## src/hdl/abrms_pkg.sv

```systemverilog
// package for the banked register file: function codes, mode codes, status bits
package abrms_pkg;

    typedef enum logic [2:0] {
        FUNC_READ  = 3'd0,
        FUNC_WRITE = 3'd1,
        FUNC_MODE  = 3'd2,
        FUNC_EXC   = 3'd3,
        FUNC_IRQ   = 3'd4
    } func_t;

    localparam logic [4:0] MODE_USR = 5'h10;
    localparam logic [4:0] MODE_FIQ = 5'h11;
    localparam logic [4:0] MODE_IRQ = 5'h12;
    localparam logic [4:0] MODE_SVC = 5'h13;
    localparam logic [4:0] MODE_ABT = 5'h17;
    localparam logic [4:0] MODE_UND = 5'h1B;
    localparam logic [4:0] MODE_SYS = 5'h1F;

    localparam logic [4:0] SEL_PC   = 5'd15;
    localparam logic [4:0] SEL_CPSR = 5'd16;
    localparam logic [4:0] VEC_RESERVED = 5'h14;
    localparam logic [4:0] VEC_IRQ      = 5'h18;

    localparam logic [31:0] STATUS_RESET = 32'h0000_001F;
    localparam logic [31:0] HIGH_BASE    = 32'hFFFF_0000;
    localparam logic [31:0] WORD_MASK    = 32'hFFFF_FFFC;
    localparam int          BIT_T = 5;
    localparam int          BIT_I = 7;

    typedef enum logic [1:0] {
        ST_IDLE,
        ST_HOLD
    } state_t;

    // controller to datapath
    typedef struct packed {
        logic execute;
    } dp_cmd_t;

    // exception target mode and halt flag for a vector offset
    function automatic logic [5:0] vector_target(input logic [4:0] voff);
        logic [5:0] r;
        begin
            unique case (voff)
                5'h00:        r = {1'b0, MODE_SVC};
                5'h04:        r = {1'b0, MODE_UND};
                5'h08:        r = {1'b0, MODE_SVC};
                5'h0C:        r = {1'b0, MODE_ABT};
                5'h10:        r = {1'b0, MODE_ABT};
                VEC_RESERVED: r = {1'b1, MODE_USR};
                VEC_IRQ:      r = {1'b0, MODE_IRQ};
                5'h1C:        r = {1'b0, MODE_FIQ};
                default:      r = {1'b0, MODE_USR};
            endcase
            return r;
        end
    endfunction

endpackage

```

## src/hdl/arm_banked_register_mode_switch.sv

```systemverilog
// top level of the banked register file with mode switch and exception entry
// Takes one transaction per cycle unless out_ready holds a waiting result: each
// operation (register read or write, mode switch, exception or irq entry) updates
// the registers when taken; its result is shown from an output register in the
// cycle after, and a new one enters as the consumer takes it. The user must write
// high_vectors via cfg_we/cfg_wdata only while the block is idle; not enforced.
module arm_banked_register_mode_switch
    import abrms_pkg::*;
(
    input  logic        clk,
    input  logic        rst_n,
    input  logic        cfg_we,
    input  logic        cfg_wdata,
    input  logic        in_valid,
    output logic        in_ready,
    input  logic [2:0]  func,
    input  logic [4:0]  reg_select,
    input  logic [31:0] write_data,
    input  logic [4:0]  new_mode,
    input  logic [4:0]  vector_offset,
    output logic        out_valid,
    input  logic        out_ready,
    output logic [31:0] read_data,
    output logic [4:0]  previous_mode,
    output logic        halt_request,
    output logic [31:0] status_word,
    output logic [31:0] fetch_address
);

    dp_cmd_t cmd;

    abrms_ctrl u_ctrl (
        .clk       (clk),
        .rst_n     (rst_n),
        .in_valid  (in_valid),
        .in_ready  (in_ready),
        .out_valid (out_valid),
        .out_ready (out_ready),
        .cmd       (cmd)
    );

    abrms_dp u_dp (
        .clk           (clk),
        .rst_n         (rst_n),
        .cmd           (cmd),
        .cfg_we        (cfg_we),
        .cfg_wdata     (cfg_wdata),
        .func          (func),
        .reg_select    (reg_select),
        .write_data    (write_data),
        .new_mode      (new_mode),
        .vector_offset (vector_offset),
        .read_data     (read_data),
        .previous_mode (previous_mode),
        .halt_request  (halt_request),
        .status_word   (status_word),
        .fetch_address (fetch_address)
    );

endmodule

```

## src/hdl/abrms_ctrl.sv

```systemverilog
// controller: input/output handshake state machine
module abrms_ctrl
    import abrms_pkg::*;
(
    input  logic    clk,
    input  logic    rst_n,
    input  logic    in_valid,
    output logic    in_ready,
    output logic    out_valid,
    input  logic    out_ready,
    output dp_cmd_t cmd
);

    state_t state_reg;
    state_t state_next;
    logic   accept;

    assign accept = in_valid && in_ready;

    always_ff @(posedge clk or negedge rst_n)
    begin
        if (!rst_n)
            state_reg <= ST_IDLE;
        else
            state_reg <= state_next;
    end

    always_comb
    begin
        state_next = state_reg;
        unique case (state_reg)
            ST_IDLE: if (accept) state_next = ST_HOLD;
            ST_HOLD: if (out_ready && !accept) state_next = ST_IDLE;
            default: state_next = ST_IDLE;
        endcase
    end

    always_comb
    begin
        in_ready    = 1'b0;
        out_valid   = 1'b0;
        unique case (state_reg)
            ST_IDLE: in_ready = 1'b1;
            ST_HOLD:
            begin
                out_valid = 1'b1;
                in_ready  = out_ready;
            end
            default: in_ready = 1'b0;
        endcase
        cmd.execute = accept;
    end

endmodule

```

## src/hdl/abrms_dp.sv

```systemverilog
// datapath: banked registers, mode switch, exception entry, result register
module abrms_dp
    import abrms_pkg::*;
(
    input  logic        clk,
    input  logic        rst_n,
    input  dp_cmd_t     cmd,
    input  logic        cfg_we,
    input  logic        cfg_wdata,
    input  logic [2:0]  func,
    input  logic [4:0]  reg_select,
    input  logic [31:0] write_data,
    input  logic [4:0]  new_mode,
    input  logic [4:0]  vector_offset,
    output logic [31:0] read_data,
    output logic [4:0]  previous_mode,
    output logic        halt_request,
    output logic [31:0] status_word,
    output logic [31:0] fetch_address
);

    logic [31:0] gen_reg   [16];
    logic [31:0] gen_next  [16];
    logic [31:0] fiq_reg   [7];
    logic [31:0] fiq_next  [7];
    logic [31:0] usr_reg   [2];
    logic [31:0] usr_next  [2];
    logic [31:0] oth_reg   [8];
    logic [31:0] oth_next  [8];
    logic [31:0] spb_reg   [5];
    logic [31:0] spb_next  [5];
    logic [31:0] spsr_reg, spsr_next;
    logic [31:0] cpsr_reg, cpsr_next;
    logic [31:0] nf_reg, nf_next;
    logic [31:0] pc_reg, pc_next;
    logic        hv_reg;
    logic [31:0] rd_reg, rd_next;
    logic [4:0]  pm_reg;
    logic        halt_reg, halt_next;

    logic [4:0]  old_m, tgt_m;
    logic        do_switch, exc, do_exc_entry;
    logic [5:0]  vt;
    logic [31:0] base;
    logic [1:0]  old_slot, new_slot;
    logic        old_banked, new_banked;
    logic [31:0] irq_pc;

    always_comb
    begin
        old_m = cpsr_reg[4:0];
        vt    = vector_target(vector_offset);
        base  = hv_reg ? HIGH_BASE : 32'd0;
        irq_pc = (base + {27'd0, VEC_IRQ}) & WORD_MASK;
        exc   = (func == FUNC_EXC);
        do_exc_entry = exc || (func == FUNC_IRQ);
        do_switch = (func == FUNC_MODE) || do_exc_entry;
        if (func == FUNC_MODE)
            tgt_m = new_mode;
        else if (exc)
            tgt_m = vt[4:0];
        else
            tgt_m = MODE_IRQ;
        old_banked = 1'b1;
        unique case (old_m)
            MODE_SVC: old_slot = 2'd0;
            MODE_ABT: old_slot = 2'd1;
            MODE_UND: old_slot = 2'd2;
            MODE_IRQ: old_slot = 2'd3;
            default:
            begin
                old_slot   = 2'd0;
                old_banked = 1'b0;
            end
        endcase
        new_banked = 1'b1;
        unique case (tgt_m)
            MODE_SVC: new_slot = 2'd0;
            MODE_ABT: new_slot = 2'd1;
            MODE_UND: new_slot = 2'd2;
            MODE_IRQ: new_slot = 2'd3;
            default:
            begin
                new_slot   = 2'd0;
                new_banked = 1'b0;
            end
        endcase
    end

    always_comb
    begin
        gen_next  = gen_reg;
        fiq_next  = fiq_reg;
        usr_next  = usr_reg;
        oth_next  = oth_reg;
        spb_next  = spb_reg;
        spsr_next = spsr_reg;
        cpsr_next = cpsr_reg;
        nf_next   = nf_reg;
        pc_next   = pc_reg;
        rd_next   = 32'd0;
        halt_next = 1'b0;

        unique case (func)
            FUNC_READ:
            begin
                if (reg_select < SEL_PC)
                    rd_next = gen_reg[reg_select[3:0]];
                else if (reg_select == SEL_PC)
                    rd_next = pc_reg;
                else if (reg_select == SEL_CPSR)
                    rd_next = cpsr_reg;
            end
            FUNC_WRITE:
            begin
                if (reg_select < SEL_PC)
                    gen_next[reg_select[3:0]] = write_data;
                else if (reg_select == SEL_PC)
                    nf_next = write_data;
            end
            default: ;
        endcase

        if (do_switch)
        begin
            // save old mode bank
            if (old_m == MODE_USR || old_m == MODE_SYS)
            begin
                usr_next[0] = gen_reg[13];
                usr_next[1] = gen_reg[14];
            end
            else if (old_m == MODE_FIQ)
            begin
                for (int i = 0; i < 5; i++)
                begin
                    gen_next[8 + i] = fiq_reg[i];
                    fiq_next[i]     = gen_reg[8 + i];
                end
                fiq_next[5] = gen_reg[13];
                fiq_next[6] = gen_reg[14];
                spb_next[4] = spsr_reg;
            end
            else if (old_banked)
            begin
                oth_next[{old_slot, 1'b0}] = gen_reg[13];
                oth_next[{old_slot, 1'b1}] = gen_reg[14];
                spb_next[{1'b0, old_slot}] = spsr_reg;
            end
            // load new mode bank
            if (tgt_m == MODE_USR || tgt_m == MODE_SYS)
            begin
                gen_next[13] = usr_next[0];
                gen_next[14] = usr_next[1];
            end
            else if (tgt_m == MODE_FIQ)
            begin
                for (int i = 0; i < 5; i++)
                begin
                    fiq_next[i]     = gen_next[8 + i];
                    gen_next[8 + i] = (old_m == MODE_FIQ) ? gen_reg[8 + i] : fiq_reg[i];
                end
                gen_next[13] = fiq_next[5];
                gen_next[14] = fiq_next[6];
                spsr_next    = spb_next[4];
            end
            else if (new_banked)
            begin
                gen_next[13] = oth_next[{new_slot, 1'b0}];
                gen_next[14] = oth_next[{new_slot, 1'b1}];
                spsr_next    = spb_next[{1'b0, new_slot}];
            end
            cpsr_next = {cpsr_reg[31:5], tgt_m};
        end

        if (do_exc_entry)
        begin
            spsr_next = cpsr_reg;
            cpsr_next[BIT_T] = 1'b0;
            cpsr_next[BIT_I] = 1'b1;
            if (exc)
            begin
                gen_next[14] = nf_reg;
                gen_next[15] = base + {27'd0, vector_offset};
                nf_next      = base + {27'd0, vector_offset};
                halt_next    = vt[5];
            end
            else
            begin
                gen_next[14] = pc_reg + 32'd4;
                pc_next      = irq_pc;
                nf_next      = irq_pc + 32'd4;
                gen_next[15] = irq_pc + 32'd8;
            end
        end
    end

    always_ff @(posedge clk or negedge rst_n)
    begin
        if (!rst_n)
        begin
            for (int i = 0; i < 16; i++) gen_reg[i] <= 32'd0;
            for (int i = 0; i < 7; i++)  fiq_reg[i] <= 32'd0;
            for (int i = 0; i < 2; i++)  usr_reg[i] <= 32'd0;
            for (int i = 0; i < 8; i++)  oth_reg[i] <= 32'd0;
            for (int i = 0; i < 5; i++)  spb_reg[i] <= 32'd0;
            spsr_reg <= STATUS_RESET;
            cpsr_reg <= STATUS_RESET;
            nf_reg   <= 32'd0;
            pc_reg   <= 32'd0;
            hv_reg   <= 1'b0;
        end
        else
        begin
            if (cfg_we)
                hv_reg <= cfg_wdata;
            if (cmd.execute)
            begin
                gen_reg  <= gen_next;
                fiq_reg  <= fiq_next;
                usr_reg  <= usr_next;
                oth_reg  <= oth_next;
                spb_reg  <= spb_next;
                spsr_reg <= spsr_next;
                cpsr_reg <= cpsr_next;
                nf_reg   <= nf_next;
                pc_reg   <= pc_next;
            end
        end
    end

    // result register
    always_ff @(posedge clk)
    begin
        if (cmd.execute)
        begin
            rd_reg   <= rd_next;
            pm_reg   <= old_m;
            halt_reg <= halt_next;
        end
    end

    assign read_data     = rd_reg;
    assign previous_mode = pm_reg;
    assign halt_request  = halt_reg;
    assign status_word   = cpsr_reg;
    assign fetch_address = nf_reg;

endmodule
```

## config.mk

```make
export PLATFORM = sky130hd
export DESIGN_NAME = arm_banked_register_mode_switch
export DESIGN_NICKNAME = d
export VERILOG_FILES = /design/src/hdl/abrms_pkg.sv /design/src/hdl/arm_banked_register_mode_switch.sv /design/src/hdl/abrms_ctrl.sv /design/src/hdl/abrms_dp.sv
export SDC_FILE = /design/constraint.sdc
export NUM_CORES = 2
export LEC_CHECK = 0
export BUFFER_PORTS_ARGS = -buffer_cell sky130_fd_sc_hd__clkbuf_2
export CAP_MARGIN = 5
export CORE_UTILIZATION = 41
export CTS_CLUSTER_SIZE = 20
export DETAILED_ROUTE_END_ITERATION = 6
export GPL_ROUTABILITY_DRIVEN = 0
export RECOVER_POWER = 100
export SLEW_MARGIN = 20
export SYNTH_ARGS = -nofsm -noshare
export SYNTH_HDL_FRONTEND = slang
export SYNTH_HIERARCHICAL = 1
export SYNTH_SLANG_ARGS = --single-unit
```

## constraint.sdc

```tcl
create_clock -name clk -period 3.54 [get_ports clk]
set_clock_uncertainty 0.05 [all_clocks]
set_input_delay 0.531 -clock clk [delete_from_list [all_inputs] [get_ports clk]]
set_output_delay 0.531 -clock clk [all_outputs]
set_load 0.1 [all_outputs]
```

Yosys cells after proc, flatten, opt, wreduce, memory -nomap -nowiden
Memory sizes are Yosys's and may differ from the RTL's. Index checks and enable logic that the tools add are counted.

Output and inout port bits: 104. ROM bits: 160. Bits in writable memories: 0. Flip-flop bits (word level): 1166. Latch bits: 0. Logic and storage cells: 180. Memories kept: 1.

Div/mod/pow operators: 0. Reductions and logical operators: 26. $lt $le $gt $ge: 9. $add $sub $neg: 5. Equal/unequal tests: 25. Bitwise gates (word level): 6. Muxes and demuxes: 66. Shift operators: 0. Multipliers: 0.

Memories: (name not given) (words 32, bits a word 5, read ports 1, clocked after Yosys merged registers in 0, write ports 0, line abrms_pkg.sv:45) `unique case (voff)`.

Operators with widths (number): two-way mux 256 bit (6); two-way mux 160 bit (6); two-way mux 32 bit (22); two-way mux 224 bit (3); bitwise mux 256 bit (2); bitwise mux 512 bit (1); two-way mux 64 bit (6); binary-select mux 32 bit (select 3 bit) (2); demux 32 bit (select 3 bit) (2); binary-select mux 32 bit (select 4 bit) (1); demux 32 bit (select 4 bit) (1); == test 5 bit (second input constant) (15); adder 32 x 3 -> 32 bit (second input constant) (2); adder 32 x 4 -> 32 bit (second input constant) (1); adder 32 x 5 -> 32 bit (1); adder 32 x 5 -> 32 bit (second input constant) (1); >= comparator 4 bit (second input constant) (4); inverter 3 -> 4 bit (4); case mux 2 bit (3 select lines) (2); two-way mux 5 bit (2); AND reduction 2 bit (5); AND reduction 3 bit (3); less-than comparator 4 x 1 -> 1 bit (second input constant) (2); two-way mux 8 bit (1); 24 further kinds (42).

Longest topological paths before layout
Word-level depth: 21. Mapped depth: 12. Gate-level depth less buffers: 8.

Hierarchy
Netlist, hierarchy kept.

By module, submodules not included: abrms_dp (cells each 5222, instances 1, area an instance 59219.3 um^2, seq. area each 28598.7 um^2); abrms_ctrl (cells each 4, instances 1, area an instance 53.8 um^2, seq. area each 25.0 um^2).

Worst setup path after synthesis
Ideal clock, no wire load.

Kind: reg2reg. Start point: reg u_ctrl.state_reg[0]. End point: reg u_dp/fiq_reg[172] in the netlist's numbering. Setup time: 0.066 ns. Path buffers: 3. Required time: 3.424 ns. Slack: 0.146 ns. Arrival: 3.278 ns. Period minus slack after synthesis: 3.394 ns. Stages on the path, launching flop included: 11. Path through: dfrtp_1 -> nand2b_4 -> and2_4 -> clkbuf_1 -> nand2_1 -> nor2_1 -> clkbuf_1 -> clkbuf_1 -> a22oi_1 -> nor2_1 -> a221o_1.

Cells in the longest elaborated chain, start to end: 4.

Ends and longest elaborated chain: from (decl) (line abrms_ctrl.sv:14) `state_t state_reg;`; from (signal assigned) (line abrms_ctrl.sv:25) `state_reg <= state_next;`; == test 2 x 1 -> 1 bit / zero test 2 bit (equally long branches) (line abrms_ctrl.sv:42) `unique case (state_reg)`; case mux 1 bit (2 select lines) (*) (line abrms_ctrl.sv:42); named net in_ready (line arm_banked_register_mode_switch.sv:15) `output logic in_ready,`; logical AND 1 bit (*) (line abrms_ctrl.sv:18) `assign accept = in_valid && in_ready;`; named net cmd (line arm_banked_register_mode_switch.sv:30) `dp_cmd_t cmd;`; AND reduction 2 bit (no source line) (*); to (signal assigned) (line abrms_dp.sv:219) `fiq_reg <= fiq_next;`; to (decl) (line abrms_dp.sv:24) `logic [31:0] fiq_reg [7];`.

The timed path passes the listed nets; every way through them passes the cells marked *. A chain may end at the register's enable or synchronous reset.

Worst setup path after layout
Start point: in func[1]. End point: reg u_dp/gen_reg[464] in the netlist's numbering.

Cells in the longest elaborated chain, start to end: 2.

Ends and longest elaborated chain: from (decl) (line arm_banked_register_mode_switch.sv:16) `input logic [2:0] func,`; == test 3 x 1 -> 1 bit (line abrms_dp.sv:104) `unique case (func)`; AND reduction 3 bit (no source line); to (signal assigned) (line abrms_dp.sv:218) `gen_reg <= gen_next;`; to (decl) (line abrms_dp.sv:22) `logic [31:0] gen_reg [16];`.

Every way passes these cells.

==> out/metrics.cfg <==
[cells_and_area]
final_cell_mix = 1093 x dfrtp_1, 798 x mux2_2, 494 x nand2_1
nets = 5274
seq_area_um2 = 28600
area_growth_pct = 13.4
multiInputGateArea_um2 = 28600
instances_no_fill = 7236
drive_above_1_share_pct = 28.4
largest_reg_flops = 512
nFillCells = 12978
layout_commonest_cell = dfrtp_1

[setup_path]
crit_fanout = 23
worstPathRequired_ns = 4.14
endpoint_kind = flop
path_class = in2reg
startpoint_type = primary input
crit_arrival_ns = 4.10
reg2reg_slack_ns = 0.09

[run]
max_cap_viol_count = 3

[drt]
vias_per_cell = 6.37
drtPass1Iterations = 6
drtIter0Drc = 4342
routedWlPerCell_um = 27.7
vias = 46107
ant_nets = 0
drc = 0
drt_wl_total_um = 200000

[clock_network]
hold_buffers = 6
cts_sinks = 1136
cts_made_buffers = 132
clockBufferDepth = 3
cts_resized = 0
cts.clk_slew.worst_paths_ns = 0.06
cts_root_buf = clkbuf_16
cts_tree = yes
clock_latency_ns = 0.78
htreeDepth = 4
cts_setup_buffers = 0

[synthesis]
synth_edf_count = 38
yosysWarnings = 6
yosysSeqAreaShare_pct = 48.3
synthFlopType = dfrtp_1
ys_ff_latch = 1136
synth_async_sr_flop_share_pct = 96.7
synth_area_um2 = 59300
synth.avg_cell_area_um2 = 11.3
synth.distinct_cells = 82
netlist_instances = 5226

[floorplan]
core_um2 = 143000
fp.dieW_um = 382
dieArea_um2 = 146000
die_h_um = 382
row_count = 139
io-pin-count = 160
start_util_pct = 41.3

[placement]
io_buffer_count = 133
post-dp-hpwl_um = 128000
dp_cells = 6981

[global_route]
grt_max_degree = 106
gr-total-overflow = 0
grt_pass1_vias = 45321
antenna_found_initial = 23
grt_util_all_layers_pct = 27.1
grt_pass1_wl_um = 301000

[outcome]
status = finished, violations left
violations = capacitance limit, slew limit

[timing]
rsz0062_at_grt = no
max_freq_mhz = 286
relSlewSlack_pct = -68.0
period_share_pct = 98.7
fin_crit_ns = 3.49
drv_slew = 114
hold_violations = 0
setup_viol = 0
tightest_slew_ns = 2.52

[power]
power_uw = 37800
internal-power_uw = 26000
vdd_drop_max_v = 0.000565
seqPwrFrac_pct = 43.7
p_comb_share_pct = 18.6
p_sw_share_pct = 31.2
pwr-share-clk_pct = 37.7
switchingPower_uw = 11800
powerDensity_nw_per_um2 = 563
leakagePower_uw = 0.0305

[min_path]
worstHoldPathType = in2reg

## stage by stage
stage | worst slack [ns] | instance area (µm²) | setup TNS, ns | utilization [%] | hold slack, ns
after global placement | -0.336 | 63200 | -45.12 | 44.0 | 0.404
after floorplan | 0.146 | 59400 | 0 | - | 0.185
after detailed placement | -0.352 | 63200 | -36.30 | 44.1 | 0.408
after global routing | 0.0387 | 67200 | 0 | 46.8 | 0.0360
after CTS | 0.278 | 67800 | 0 | 47.3 | 0.0000506
final | 0.0451 | 67200 | 0 | 46.8 | 0.0546
## per-layer routing
metal / global-route usage (%) / up-vias / share of wire, %
li1: - / 19589 / -
met1: 37.9 / 23910 / 43
met2: 41.2 / 2132 / 45
met3: 5.72 / 460 / 8.6
met4: 10.0 / 16 / 3.4
met5: 0 / - / 0.052
## area by class of cell
type                    count  area share (%)
multi-input cells        3548            42.6
flip-flops and latches   1136            42.6
well taps                1903            3.54
clock inverters            42           0.812
clock buffers             199            5.92
diodes                      8          0.0298
inverters                  10          0.0558
repair buffers            390            4.48
## cell families after synthesis
kind of cell              Yosys count  share of synthesized area [%]
xor gates and xnor gates            2                         0.0296
muxes                            1215                           25.6
other                               1                        0.00633
and+or+nand+nor                  1045                           7.44
buffers and inverters             567                           3.91
AOI/OAI and AO/OA                1260                           14.7
DFF                              1136                           48.3
## critical path, stage by stage
cell and delay (ns):
clkbuf_1 0.24, clkbuf_1 0.24, nor4b_1 0.86, clkbuf_1 0.23
nand2_1 0.11, nor3_1 0.22, clkbuf_1 0.22, nand2_1 0.49
clkbuf_4 0.55, mux2_2 0.37
## synthesized netlist by cell type, types with 5 or more instances
cell type / count / area share [%]
nand3_1: 65 / 0.55
o2111ai_1: 10 / 0.15
o21ai_1: 38 / 0.32
o21ai_0: 304 / 2.6
clkbuf_1: 371 / 2.3
o21a_1: 5 / 0.063
edfxtp_1: 38 / 1.9
nor2_1: 304 / 1.9
o41ai_1: 9 / 0.13
o211ai_1: 15 / 0.19
buf_2: 70 / 0.59
nor3_1: 90 / 0.76
mux2_2: 801 / 15
a221o_1: 175 / 3.0
nor2b_1: 5 / 0.053
and2_1: 18 / 0.19
a32o_1: 10 / 0.17
and3_1: 16 / 0.17
nor3b_1: 5 / 0.063
a211o_1: 6 / 0.089
a221oi_1: 16 / 0.24
a2111oi_0: 6 / 0.089
o2bb2a_1: 8 / 0.14
a31oi_1: 60 / 0.63
mux4_2: 160 / 6.1
inv_1: 10 / 0.063
buf_1: 89 / 0.56
o221ai_1: 49 / 0.72
o311ai_0: 10 / 0.15
buf_4: 27 / 0.34
a211oi_1: 14 / 0.18
mux2i_1: 254 / 4.3
dfrtp_1: 1093 / 46
nand2_1: 502 / 3.2
o32a_1: 12 / 0.20
a21oi_1: 173 / 1.5
a22o_1: 13 / 0.19
nand2b_1: 5 / 0.053
o22ai_1: 106 / 1.1
dfstp_2: 5 / 0.22
a22oi_1: 185 / 2.3
## path summary, 6_finish.rpt
| kind | from | to | cells after the start |
|---|---|---|---|
| setup / recovery | func[1] | u_dp/gen_reg[464] | 10 |
| hold / removal | vector_offset[0] | u_dp/gen_reg[0] | 2 |
| setup reg to reg | u_dp/status_word[2] | u_dp/oth_reg[30] | 6 |
| hold reg to reg | u_dp/gen_reg[19] | u_dp/gen_reg[19] | 2 |
| max in group asynchronous | rst_n | u_dp/fiq_reg[70] | 4 |
| min in group asynchronous | rst_n | u_dp/fiq_reg[154] | 2 |
## power by group through the flow
| stage | Clock (µW) | Sequential (µW) | Combinational (µW) |
|---|---|---|---|
| floorplan | 0 | 16300 | 4710 |
| global placement | 0 | 16600 | 6880 |
| detailed placement | 0 | 16700 | 7010 |
| CTS | 14500 | 16500 | 7040 |
| global route | 15000 | 16700 | 7530 |
| finish | 14300 | 16500 | 7020 |
(Power assumes the default switching activity.)
